$ cat src/design/jlg_pkg.sv
// Shared types, constants and codes for the Jacobi Laplace grid solver.
`timescale 1ns / 1ps

package jlg_pkg;

	// Default grid capacity (cells per side)
	localparam int MAX_GRID_DEF = 128;

	// Field widths
	localparam int CELL_W     = 29;
	localparam int SWEEP_W    = 24;
	localparam int SIDE_W     = 8;
	localparam int CI_W       = 8;
	localparam int RC_IN_W    = 7;
	localparam int OP_W       = 2;
	localparam int CFG_IDX_W  = 3;
	localparam int CFG_DATA_W = 29;
	localparam int FRAC_BITS  = 24;

	// Edge interpolation: every edge spans 10.0, so one dividend serves all four
	localparam int SPAN_W = 28;
	localparam logic [SPAN_W-1:0] EDGE_SPAN = SPAN_W'(32'd10 << FRAC_BITS);

	// Corner values and interior fill, Q5.24
	localparam logic [CELL_W-1:0] CORNER_TL = CELL_W'(32'd10 << FRAC_BITS);
	localparam logic [CELL_W-1:0] CORNER_TR = CELL_W'(32'd20 << FRAC_BITS);
	localparam logic [CELL_W-1:0] CORNER_BL = CELL_W'(32'd20 << FRAC_BITS);
	localparam logic [CELL_W-1:0] FILL_MEAN = CELL_W'(((32'd10 + 32'd20 + 32'd20 + 32'd30) / 4)
		<< FRAC_BITS);

	// Register reset values
	localparam logic [SIDE_W-1:0]  GRID_SIZE_RST = SIDE_W'(10);
	localparam logic [SWEEP_W-1:0] MAX_ITER_RST  = SWEEP_W'(1000000);
	localparam logic [CELL_W-1:0]  TOL_RST       = CELL_W'(17);
	localparam logic [CI_W-1:0]    CI_RST        = CI_W'(70);

	// Operation codes
	typedef enum logic [OP_W-1:0] {
		OP_INIT  = 2'd0,
		OP_SOLVE = 2'd1,
		OP_READ  = 2'd2,
		OP_NONE  = 2'd3
	} op_t;

	// Configuration register indexes
	typedef enum logic [CFG_IDX_W-1:0] {
		REG_GRID_SIZE      = 3'd0,
		REG_MAX_ITERATIONS = 3'd1,
		REG_TOLERANCE      = 3'd2,
		REG_INIT_MEAN      = 3'd3,
		REG_CHECK_INTERVAL = 3'd4
	} cfg_reg_t;

	// Effective settings handed to the engine
	typedef struct packed {
		logic [SIDE_W-1:0]  side;
		logic [SWEEP_W-1:0] limit;
		logic [CELL_W-1:0]  tolerance;
		logic               init_mean;
		logic [CI_W-1:0]    check_interval;
	} cfg_t;

	// One command item
	typedef struct packed {
		op_t                op;
		logic [RC_IN_W-1:0] row;
		logic [RC_IN_W-1:0] col;
	} cmd_t;

	// Per-item result from the engine
	typedef struct packed {
		logic [CELL_W-1:0] cell_value;
		logic              status;
	} res_t;

endpackage

$ cat src/design/jlg_div.sv
// Restoring divider for the edge step: EDGE_SPAN divided by the grid's last index.
`timescale 1ns / 1ps

module jlg_div (
	input  logic                          clk,
	input  logic                          arst_n,
	input  logic                          start,
	input  logic [jlg_pkg::SIDE_W-1:0]    divisor,
	output logic                          done,
	output logic [jlg_pkg::SPAN_W-1:0]    quot,
	output logic [jlg_pkg::SIDE_W-1:0]    rem
);

	localparam int CNT_W = $clog2(jlg_pkg::SPAN_W + 1);

	logic [jlg_pkg::SPAN_W-1:0] quot_q;
	logic [jlg_pkg::SIDE_W-1:0] rem_q;
	logic [jlg_pkg::SIDE_W-1:0] dvs_q;
	logic [CNT_W-1:0]           cnt_q;
	logic                       busy_q;
	logic                       done_q;
	logic [jlg_pkg::SIDE_W:0]   shifted;
	logic [jlg_pkg::SIDE_W:0]   diff;
	logic                       ge;

	// One quotient bit per cycle
	always_comb begin
		shifted = {rem_q, quot_q[jlg_pkg::SPAN_W-1]};
		ge      = shifted >= {1'b0, dvs_q};
		diff    = shifted - {1'b0, dvs_q};
	end

	always_ff @(posedge clk or negedge arst_n) begin
		if (!arst_n) begin
			busy_q <= 1'b0;
			done_q <= 1'b0;
			cnt_q  <= '0;
		end else begin
			done_q <= 1'b0;
			if (start) begin
				busy_q <= 1'b1;
				cnt_q  <= CNT_W'(jlg_pkg::SPAN_W);
			end else if (busy_q) begin
				cnt_q <= cnt_q - CNT_W'(1);
				if (cnt_q == CNT_W'(1)) begin
					busy_q <= 1'b0;
					done_q <= 1'b1;
				end
			end
		end
	end

	// Datapath
	always_ff @(posedge clk) begin
		if (start) begin
			quot_q <= jlg_pkg::EDGE_SPAN;
			rem_q  <= '0;
			dvs_q  <= divisor;
		end else if (busy_q) begin
			quot_q <= {quot_q[jlg_pkg::SPAN_W-2:0], ge};
			rem_q  <= ge ? diff[jlg_pkg::SIDE_W-1:0] : shifted[jlg_pkg::SIDE_W-1:0];
		end
	end

	assign done = done_q;
	assign quot = quot_q;
	assign rem  = rem_q;

endmodule

$ cat src/design/jlg_engine.sv
// Sequencer for init, Jacobi sweeps and cell reads over the two grid banks.
`timescale 1ns / 1ps

module jlg_engine #(
	parameter int MAX_GRID = jlg_pkg::MAX_GRID_DEF,
	parameter int ADDR_W   = $clog2(MAX_GRID * MAX_GRID)
) (
	input  logic                          clk,
	input  logic                          arst_n,
	input  jlg_pkg::cfg_t                 cfg,
	input  logic                          cmd_valid,
	output logic                          cmd_ready,
	input  jlg_pkg::cmd_t                 cmd,
	output logic                          res_valid,
	input  logic                          res_ready,
	output jlg_pkg::res_t                 res,
	output logic [jlg_pkg::SWEEP_W-1:0]   last_sweeps,
	output logic [jlg_pkg::CELL_W-1:0]    last_error,
	output logic [ADDR_W-1:0]             mem_raddr,
	input  logic [jlg_pkg::CELL_W-1:0]    rdata_a,
	input  logic [jlg_pkg::CELL_W-1:0]    rdata_b,
	output logic [ADDR_W-1:0]             mem_waddr,
	output logic [jlg_pkg::CELL_W-1:0]    mem_wdata,
	output logic                          we_a,
	output logic                          we_b
);

	localparam int RC_W  = (MAX_GRID > 1) ? $clog2(MAX_GRID) : 1;
	localparam int CW    = jlg_pkg::CELL_W;
	localparam int SW    = jlg_pkg::SIDE_W;
	localparam int ACC_W = CW + 2;

	typedef enum logic [2:0] {
		S_IDLE,
		S_DIV,
		S_FILL,
		S_SW,
		S_SW_END,
		S_RD_ISSUE,
		S_RD_DATA,
		S_DONE
	} state_t;

	state_t                       state_q;
	logic [RC_W-1:0]              r_q;
	logic [RC_W-1:0]              c_q;
	logic [2:0]                   ph_q;
	logic                         cur_q;
	logic [jlg_pkg::SWEEP_W-1:0]  sweeps_q;
	logic [jlg_pkg::CI_W-1:0]     since_q;
	logic [CW-1:0]                maxchg_q;
	logic [ACC_W-1:0]             acc_q;
	logic [CW-1:0]                ctr_q;
	logic [CW-1:0]                diff_q;
	logic [SW-1:0]                d_q;
	logic [jlg_pkg::SPAN_W-1:0]   kq_q;
	logic [SW-1:0]                kr_q;
	logic [CW-1:0]                qc_q;
	logic [SW-1:0]                remc_q;
	logic [CW-1:0]                qr_q;
	logic [SW-1:0]                remr_q;
	logic [jlg_pkg::SWEEP_W-1:0]  last_sweeps_q;
	logic [CW-1:0]                last_error_q;
	jlg_pkg::res_t                res_q;
	jlg_pkg::cmd_t                cmd_q;

	logic                         div_start;
	logic                         div_done;
	logic [jlg_pkg::SPAN_W-1:0]   div_quot;
	logic [SW-1:0]                div_rem;

	logic [CW-1:0]                src;
	logic [CW-1:0]                newv;
	logic [CW-1:0]                fill_val;
	logic                         in_grid;
	logic [SW:0]                  sum_c;
	logic [SW:0]                  sum_r;
	logic                         wrap_c;
	logic                         wrap_r;
	logic [jlg_pkg::SWEEP_W-1:0]  sweeps_n;
	logic                         chk;
	logic                         stop;
	logic                         in_range;
	logic [SW-1:0]                side_m1;

	jlg_div u_div (
		.clk     (clk),
		.arst_n  (arst_n),
		.start   (div_start),
		.divisor (side_m1),
		.done    (div_done),
		.quot    (div_quot),
		.rem     (div_rem)
	);

	function automatic logic [ADDR_W-1:0] addr_of(input logic [RC_W-1:0] rr,
		input logic [RC_W-1:0] cc);
		addr_of = ADDR_W'(int'(rr) * MAX_GRID + int'(cc));
	endfunction

	// Source bank data and per-cell arithmetic
	always_comb begin
		src      = cur_q ? rdata_b : rdata_a;
		newv     = acc_q[ACC_W-1:2];
		side_m1  = cfg.side - SW'(1);
		sum_c    = {1'b0, remc_q} + {1'b0, kr_q};
		sum_r    = {1'b0, remr_q} + {1'b0, kr_q};
		wrap_c   = sum_c >= {1'b0, d_q};
		wrap_r   = sum_r >= {1'b0, d_q};
		sweeps_n = sweeps_q + jlg_pkg::SWEEP_W'(1);
		chk      = since_q >= cfg.check_interval;
		stop     = (chk && (maxchg_q <= cfg.tolerance)) || (sweeps_n >= cfg.limit);
		in_range = (int'(cmd.row) < int'(cfg.side)) && (int'(cmd.col) < int'(cfg.side));
	end

	// Init value of the entry at the fill pointer
	always_comb begin
		in_grid = (int'(r_q) <= int'(d_q)) && (int'(c_q) <= int'(d_q));
		if (!in_grid) begin
			fill_val = '0;
		end else if (r_q == '0) begin
			fill_val = jlg_pkg::CORNER_TL + qc_q;
		end else if (int'(r_q) == int'(d_q)) begin
			fill_val = jlg_pkg::CORNER_BL + qc_q;
		end else if (c_q == '0) begin
			fill_val = jlg_pkg::CORNER_TL + qr_q;
		end else if (int'(c_q) == int'(d_q)) begin
			fill_val = jlg_pkg::CORNER_TR + qr_q;
		end else begin
			fill_val = cfg.init_mean ? jlg_pkg::FILL_MEAN : '0;
		end
	end

	// Memory port drive
	always_comb begin
		mem_raddr = addr_of(r_q, c_q);
		mem_waddr = addr_of(r_q, c_q);
		mem_wdata = newv;
		we_a      = 1'b0;
		we_b      = 1'b0;
		unique case (state_q)
			S_FILL: begin
				mem_wdata = fill_val;
				we_a      = 1'b1;
				we_b      = 1'b1;
			end
			S_SW: begin
				case (ph_q)
					3'd0:    mem_raddr = addr_of(r_q - RC_W'(1), c_q);
					3'd1:    mem_raddr = addr_of(r_q, c_q - RC_W'(1));
					3'd3:    mem_raddr = addr_of(r_q, c_q + RC_W'(1));
					3'd4:    mem_raddr = addr_of(r_q + RC_W'(1), c_q);
					default: mem_raddr = addr_of(r_q, c_q);
				endcase
				if (ph_q == 3'd6) begin
					we_a = cur_q;
					we_b = !cur_q;
				end
			end
			S_RD_ISSUE: mem_raddr = addr_of(RC_W'(cmd_q.row), RC_W'(cmd_q.col));
			default: ;
		endcase
	end

	assign div_start = (state_q == S_IDLE) && cmd_valid && (cmd.op == jlg_pkg::OP_INIT);

	// Sequencer state and registered results
	always_ff @(posedge clk or negedge arst_n) begin
		if (!arst_n) begin
			state_q       <= S_IDLE;
			cur_q         <= 1'b0;
			last_sweeps_q <= '0;
			last_error_q  <= '0;
			ph_q          <= '0;
		end else begin
			unique case (state_q)
				S_IDLE: begin
					if (cmd_valid) begin
						cmd_q <= cmd;
						d_q   <= side_m1;
						unique case (cmd.op)
							jlg_pkg::OP_INIT: state_q <= S_DIV;
							jlg_pkg::OP_SOLVE: begin
								sweeps_q <= '0;
								since_q  <= '0;
								maxchg_q <= '0;
								r_q      <= RC_W'(1);
								c_q      <= RC_W'(1);
								ph_q     <= '0;
								state_q  <= S_SW;
							end
							jlg_pkg::OP_READ: begin
								if (in_range) begin
									state_q <= S_RD_ISSUE;
								end else begin
									res_q   <= '{cell_value: '0, status: 1'b1};
									state_q <= S_DONE;
								end
							end
							default: begin
								res_q   <= '{cell_value: '0, status: 1'b0};
								state_q <= S_DONE;
							end
						endcase
					end
				end
				S_DIV: begin
					if (div_done) begin
						kq_q    <= div_quot;
						kr_q    <= div_rem;
						r_q     <= '0;
						c_q     <= '0;
						qc_q    <= '0;
						qr_q    <= '0;
						remc_q  <= d_q >> 1;
						remr_q  <= d_q >> 1;
						state_q <= S_FILL;
					end
				end
				S_FILL: begin
					// Walk every entry; column step restarts each row
					if (int'(c_q) == MAX_GRID - 1) begin
						c_q    <= '0;
						qc_q   <= '0;
						remc_q <= d_q >> 1;
						qr_q   <= qr_q + CW'(kq_q) + CW'(wrap_r);
						remr_q <= wrap_r ? SW'(sum_r - {1'b0, d_q}) : SW'(sum_r);
						if (int'(r_q) == MAX_GRID - 1) begin
							cur_q   <= 1'b0;
							res_q   <= '{cell_value: '0, status: 1'b0};
							state_q <= S_DONE;
						end else begin
							r_q <= r_q + RC_W'(1);
						end
					end else begin
						c_q    <= c_q + RC_W'(1);
						qc_q   <= qc_q + CW'(kq_q) + CW'(wrap_c);
						remc_q <= wrap_c ? SW'(sum_c - {1'b0, d_q}) : SW'(sum_c);
					end
				end
				S_SW: begin
					ph_q <= ph_q + 3'd1;
					case (ph_q)
						3'd1: acc_q <= ACC_W'(src);
						3'd2: acc_q <= acc_q + ACC_W'(src);
						3'd3: ctr_q <= src;
						3'd4: acc_q <= acc_q + ACC_W'(src);
						3'd5: acc_q <= acc_q + ACC_W'(src);
						3'd6: diff_q <= (newv > ctr_q) ? newv - ctr_q : ctr_q - newv;
						3'd7: begin
							if (diff_q > maxchg_q) begin
								maxchg_q <= diff_q;
							end
							// Advance over the interior
							if (int'(c_q) == int'(d_q) - 1) begin
								c_q <= RC_W'(1);
								if (int'(r_q) == int'(d_q) - 1) begin
									state_q <= S_SW_END;
								end else begin
									r_q <= r_q + RC_W'(1);
								end
							end else begin
								c_q <= c_q + RC_W'(1);
							end
						end
						default: ;
					endcase
				end
				S_SW_END: begin
					cur_q <= !cur_q;
					if (stop) begin
						last_sweeps_q <= sweeps_n;
						last_error_q  <= maxchg_q;
						res_q         <= '{cell_value: '0, status: 1'b0};
						state_q       <= S_DONE;
					end else begin
						since_q  <= chk ? '0 : since_q + jlg_pkg::CI_W'(1);
						sweeps_q <= sweeps_n;
						maxchg_q <= '0;
						r_q      <= RC_W'(1);
						c_q      <= RC_W'(1);
						ph_q     <= '0;
						state_q  <= S_SW;
					end
				end
				S_RD_ISSUE: state_q <= S_RD_DATA;
				S_RD_DATA: begin
					res_q   <= '{cell_value: src, status: 1'b0};
					state_q <= S_DONE;
				end
				S_DONE: begin
					if (res_ready) begin
						state_q <= S_IDLE;
					end
				end
				default: state_q <= S_IDLE;
			endcase
		end
	end

	assign cmd_ready   = (state_q == S_IDLE);
	assign res_valid   = (state_q == S_DONE);
	assign res         = res_q;
	assign last_sweeps = last_sweeps_q;
	assign last_error  = last_error_q;

	// Both banks written together only while filling
	a_dual_write: assert property (@(posedge clk) disable iff (!arst_n)
		(we_a && we_b) |-> (state_q == S_FILL))
		else $error("both banks written outside init");

	// A sweep never writes the bank it reads
	a_dst_bank: assert property (@(posedge clk) disable iff (!arst_n)
		((state_q == S_SW) && (we_a || we_b)) |-> (we_a == cur_q))
		else $error("sweep wrote the source bank");

	// A solve never runs past its limit
	a_limit: assert property (@(posedge clk) disable iff (!arst_n)
		(state_q == S_SW_END) |-> (sweeps_q < cfg.limit))
		else $error("sweep count beyond limit");

	// Held result stays put until taken
	a_res_hold: assert property (@(posedge clk) disable iff (!arst_n)
		(res_valid && !res_ready) |=> (res_valid && $stable(res)))
		else $error("result dropped while stalled");

	// Divider answers only during init
	a_div_owner: assert property (@(posedge clk) disable iff (!arst_n)
		div_done |-> (state_q == S_DIV))
		else $error("divider finished outside init");

endmodule

$ cat config.mk
export PLATFORM = sky130hd
export DESIGN_NAME = jlg_engine
export DESIGN_NICKNAME = d
export VERILOG_FILES = /design/src/design/jlg_pkg.sv /design/src/design/jlg_div.sv /design/src/design/jlg_engine.sv
export SDC_FILE = /design/constraint.sdc
export NUM_CORES = 1
export LEC_CHECK = 0
export BUFFER_PORTS_ARGS = -buffer_cell sky130_fd_sc_hd__buf_2
export CORE_MARGIN = 2
export CORE_UTILIZATION = 40
export CTS_CLUSTER_SIZE = 28
export DETAILED_ROUTE_END_ITERATION = 16
export PLACE_DENSITY_LB_ADDON = 0.08
export SLEW_MARGIN = 20
export SYNTH_ARGS = -nofsm -noshare
export SYNTH_HDL_FRONTEND = slang
export SYNTH_SLANG_ARGS = --single-unit
$ cat constraint.sdc
create_clock -name clk -period 13 [get_ports clk]
set_input_delay 0.65 -clock clk [delete_from_list [all_inputs] [get_ports clk]]
set_output_delay 0.65 -clock clk [all_outputs]
set_load 0.01 [all_outputs]
==> impl_metrics.tcl <==
set metrics [dict create \
    ir_worst_vdd_mv 0.113 \
    ys_seq_area_share_pct 41.3 \
    total_power_uw 6440 \
    place_area_mm2 0.0326 \
    crit_fanout 10 \
    path_clk_slew_ps 60 \
    vias 24100 \
    grt_antenna_before_repair 1 \
    skew_ps 22.3 \
    die-height_um 278 \
    route.detailed.drc 0 \
    m1WireLength_um 41000 \
    regArea_mm2 0.0124 \
    drt_iter0_drc 1713 \
    pwr-share-seq_pct 33.7 \
    yosys.area_share.adder_pct 14.1 \
    crit_start "kr_q[0]" \
    wl_met3_um 3840 \
    multiInputGateArea_mm2 0.0162 \
    routedWlPerCell_um 19.9 \
    cts_made_buffers 54 \
    maxCapViolations 0 \
    worst-path-buf-inv 0 \
    cp-endpoint "qr_q[26]" \
    port_buffers 291 \
    ys_ff_latch 437 \
    r2r_start "kr_q[0]" \
    rsz0062_at_grt "no" \
    power.density_mw_per_mm2 187 \
    cp_top_family "compound AO/OA/AOI/OAI gates" \
    cp_num_cells 25 \
    clk_path_buf_depth 3 \
    top_layer "met4" \
    track_usage_pct 22.2 \
    p_clk_share_pct 23.9 \
    intPower_uw 3890 \
    slowest_delay_ps 590 \
    n_fill_cell 7062 \
    worst_pin_slew_ps 1090 \
    ys_warn_count 0 \
    layout_commonest_cell "edfxtp_1" \
    final_nets 3862 \
    synth_top_family_by_area "compound AO/OA/AOI/OAI gates" \
    synth_xor_area_share_pct 5.47 \
    synth-async-reset-ratio_pct 15.3 \
    synthSimpleGateAreaFrac_pct 13.2 \
    grt.overflow.total 0 \
    finalHoldWorstSlack_ps 247 \
    ioPinCount 292 \
    clk-insertion-delay-late_ps 610 \
    grt_max_degree 109 \
    worstSetupStartpointType "flop" \
    setup_viol 0 \
    dp.cells 4295 \
    synth_compound_area_share_pct 17.7 \
    slowest_stage "o21a_1" \
    crit_path_end_kind "flop" \
    p_comb_share_pct 42.4 \
    crit_required_ps 13310 \
    max_freq_ghz 0.154 \
    drive_above_1_share_pct 13.6 \
    first_pass_iters 7 \
    rrSetupSlack_ps 6520 \
    synth_edf_count 334 \
    htreeDepth 2 \
    synth-main-ff-cell "edfxtp_1" \
    final_cell_area_mm2 0.0344 \
    cts_tree "done" \
    cts_sinks 437 \
    synth_cell_types 80 \
    switchingPower_uw 2560 \
    crit-reg2reg-capture "qr_q[26]" \
    status "complete, no violations" \
    worstHoldPathType "in2reg" \
    start_util_pct 40.4 \
    syn_to_final_growth_pct 14.3 \
    fp.coreArea_mm2 0.0744 \
    dieArea_mm2 0.0775 \
    grt_pass1_vias 24100 \
    path_class "reg2reg" \
    post-dp-hpwl_um 66900 \
    synthCells 3129 \
    drt-total-wl_um 87600 \
    min_period_over_period_pct 49.8 \
    wl_met2_um 41000 \
    finalNonFillerCells 4397 \
    finalMaxSlewViolations 0 \
    avgViaCountPerCell 5.48 \
    slew_headroom_pct 27.0 \
    hold_viol_final 0 \
    synth_area_mm2 0.0301 \
    grt_pass1_wl_um 137000 \
    leakagePower_uw 0.0156 \
    globalplace.congestion 0.908 \
    cts_resized 0 \
    muxShareOfSynthArea_pct 3.18 \
    rows 100 \
    cp.arrival_ps 6790 \
    die_x_um 278 \
    r2r_cells 25 \
    root_buffer "clkbuf_16" \
    synth_fp_nets 3608 \
    period_minus_slack_ps 6480 \
    setup-tns-final_ps 0 \
    syn_area_per_cell_um2 9.62 \
    ant_nets 0 \
    layout_common_cells "334 x edfxtp_1, 319 x ha_1, 290 x buf_2" \
    netSwitchingFraction_pct 39.7 \
]
[cells by family after synthesis]
group,after synthesis
compound gates,831
xor+xnor,188
fa+ha+maj,331
buf+inv,403
flops,437
mux,93
simple gates,846
[worst min path at each step]
stage / from / endpoint / depth (start not counted)
CTS: cmd[13] / cmd_q[13] / 1
floorplan: arst_n / cur_q / 0
global placement: u_div.quot[15] / kq_q[15] / 0
finish: cmd[0] / cmd_q[0] / 1
global route: cmd[0] / cmd_q[0] / 1
detailed placement: u_div.quot[20] / kq_q[20] / 0
[cell usage after synthesis, types with 15 or more instances]
cell type / instances / area, um2
nand3_1: 58 / 290
inv_1: 280 / 1050
o211ai_1: 20 / 150
nand2b_1: 32 / 200
ha_1: 319 / 3990
mux2i_1: 72 / 721
xor2_1: 85 / 744
a21oi_1: 226 / 1130
nor2b_1: 39 / 244
nand4_1: 48 / 300
mux2_2: 21 / 236
edfxtp_1: 334 / 10000
dfxtp_1: 36 / 721
nor4_1: 15 / 93.8
o21bai_1: 22 / 165
o21ai_0: 202 / 1010
and3_1: 70 / 438
buf_2: 18 / 90.1
nor2_1: 277 / 1040
o21a_1: 26 / 195
xnor2_1: 103 / 902
nand2_1: 218 / 818
dfrtp_1: 67 / 1680
a211oi_1: 23 / 173
a31oi_1: 26 / 163
a21o_1: 120 / 901
a22o_1: 58 / 508
nor3_1: 40 / 200
clkbuf_1: 94 / 353
[repair_timing]
item / CTS / global route
hold endpoints to repair: 13 / 0
hold buffers: 1 / 0
buffers inserted: 0 / 0
[power groups by stage]
stage                     clock (uW)  sequential [uW]  combinational, uW
after floorplan                    0             2110               1900
after global placement             0             2190               2690
after detailed placement           0             2200               2730
after CTS                       1580             2170               2740
after global routing            1630             2210               3040
final                           1540             2170               2730
[sequential cells by signal, indices dropped and copies added, names as in the netlist, 28 cells and up]
| name | count |
|---|---|
| acc_q | 31 |
| res | 30 |
| ctr_q | 29 |
| diff_q | 29 |
| last_error | 29 |
| maxchg_q | 29 |
| qc_q | 29 |
| qr_q | 29 |
| kq_q | 28 |
| u_div.quot | 28 |
[per-layer routing]
layer	track usage (%)	up-vias
li1	-	11800
met1	30.5	11600
met2	37.2	562
met3	2.78	107
met4	5.59	0
met5	0	-
[layout make-up]
class | instances | share of cell area (%)
Clock inverter | 23 | 0.680
Tap cell | 969 | 3.52
Timing Repair Buffer | 320 | 4.88
Clock buffer | 77 | 4.57
Multi-Input combinational cell | 2289 | 47.2
Sequential cell | 437 | 36.1
Antenna cell | 1 | 0.00727
Inverter | 281 | 3.06
[through the flow]
| step | utilization (%) | worst slack (ps) |
|---|---|---|
| final | 46.2 | 6520 |
| after global routing | 46.2 | 5940 |
| after CTS | 46.2 | 6410 |
| after floorplan | - | 7630 |
| after detailed placement | 43.8 | 6440 |
| after global placement | 43.8 | 6570 |
No activity file was read; power rests on OpenSTA's default activity.
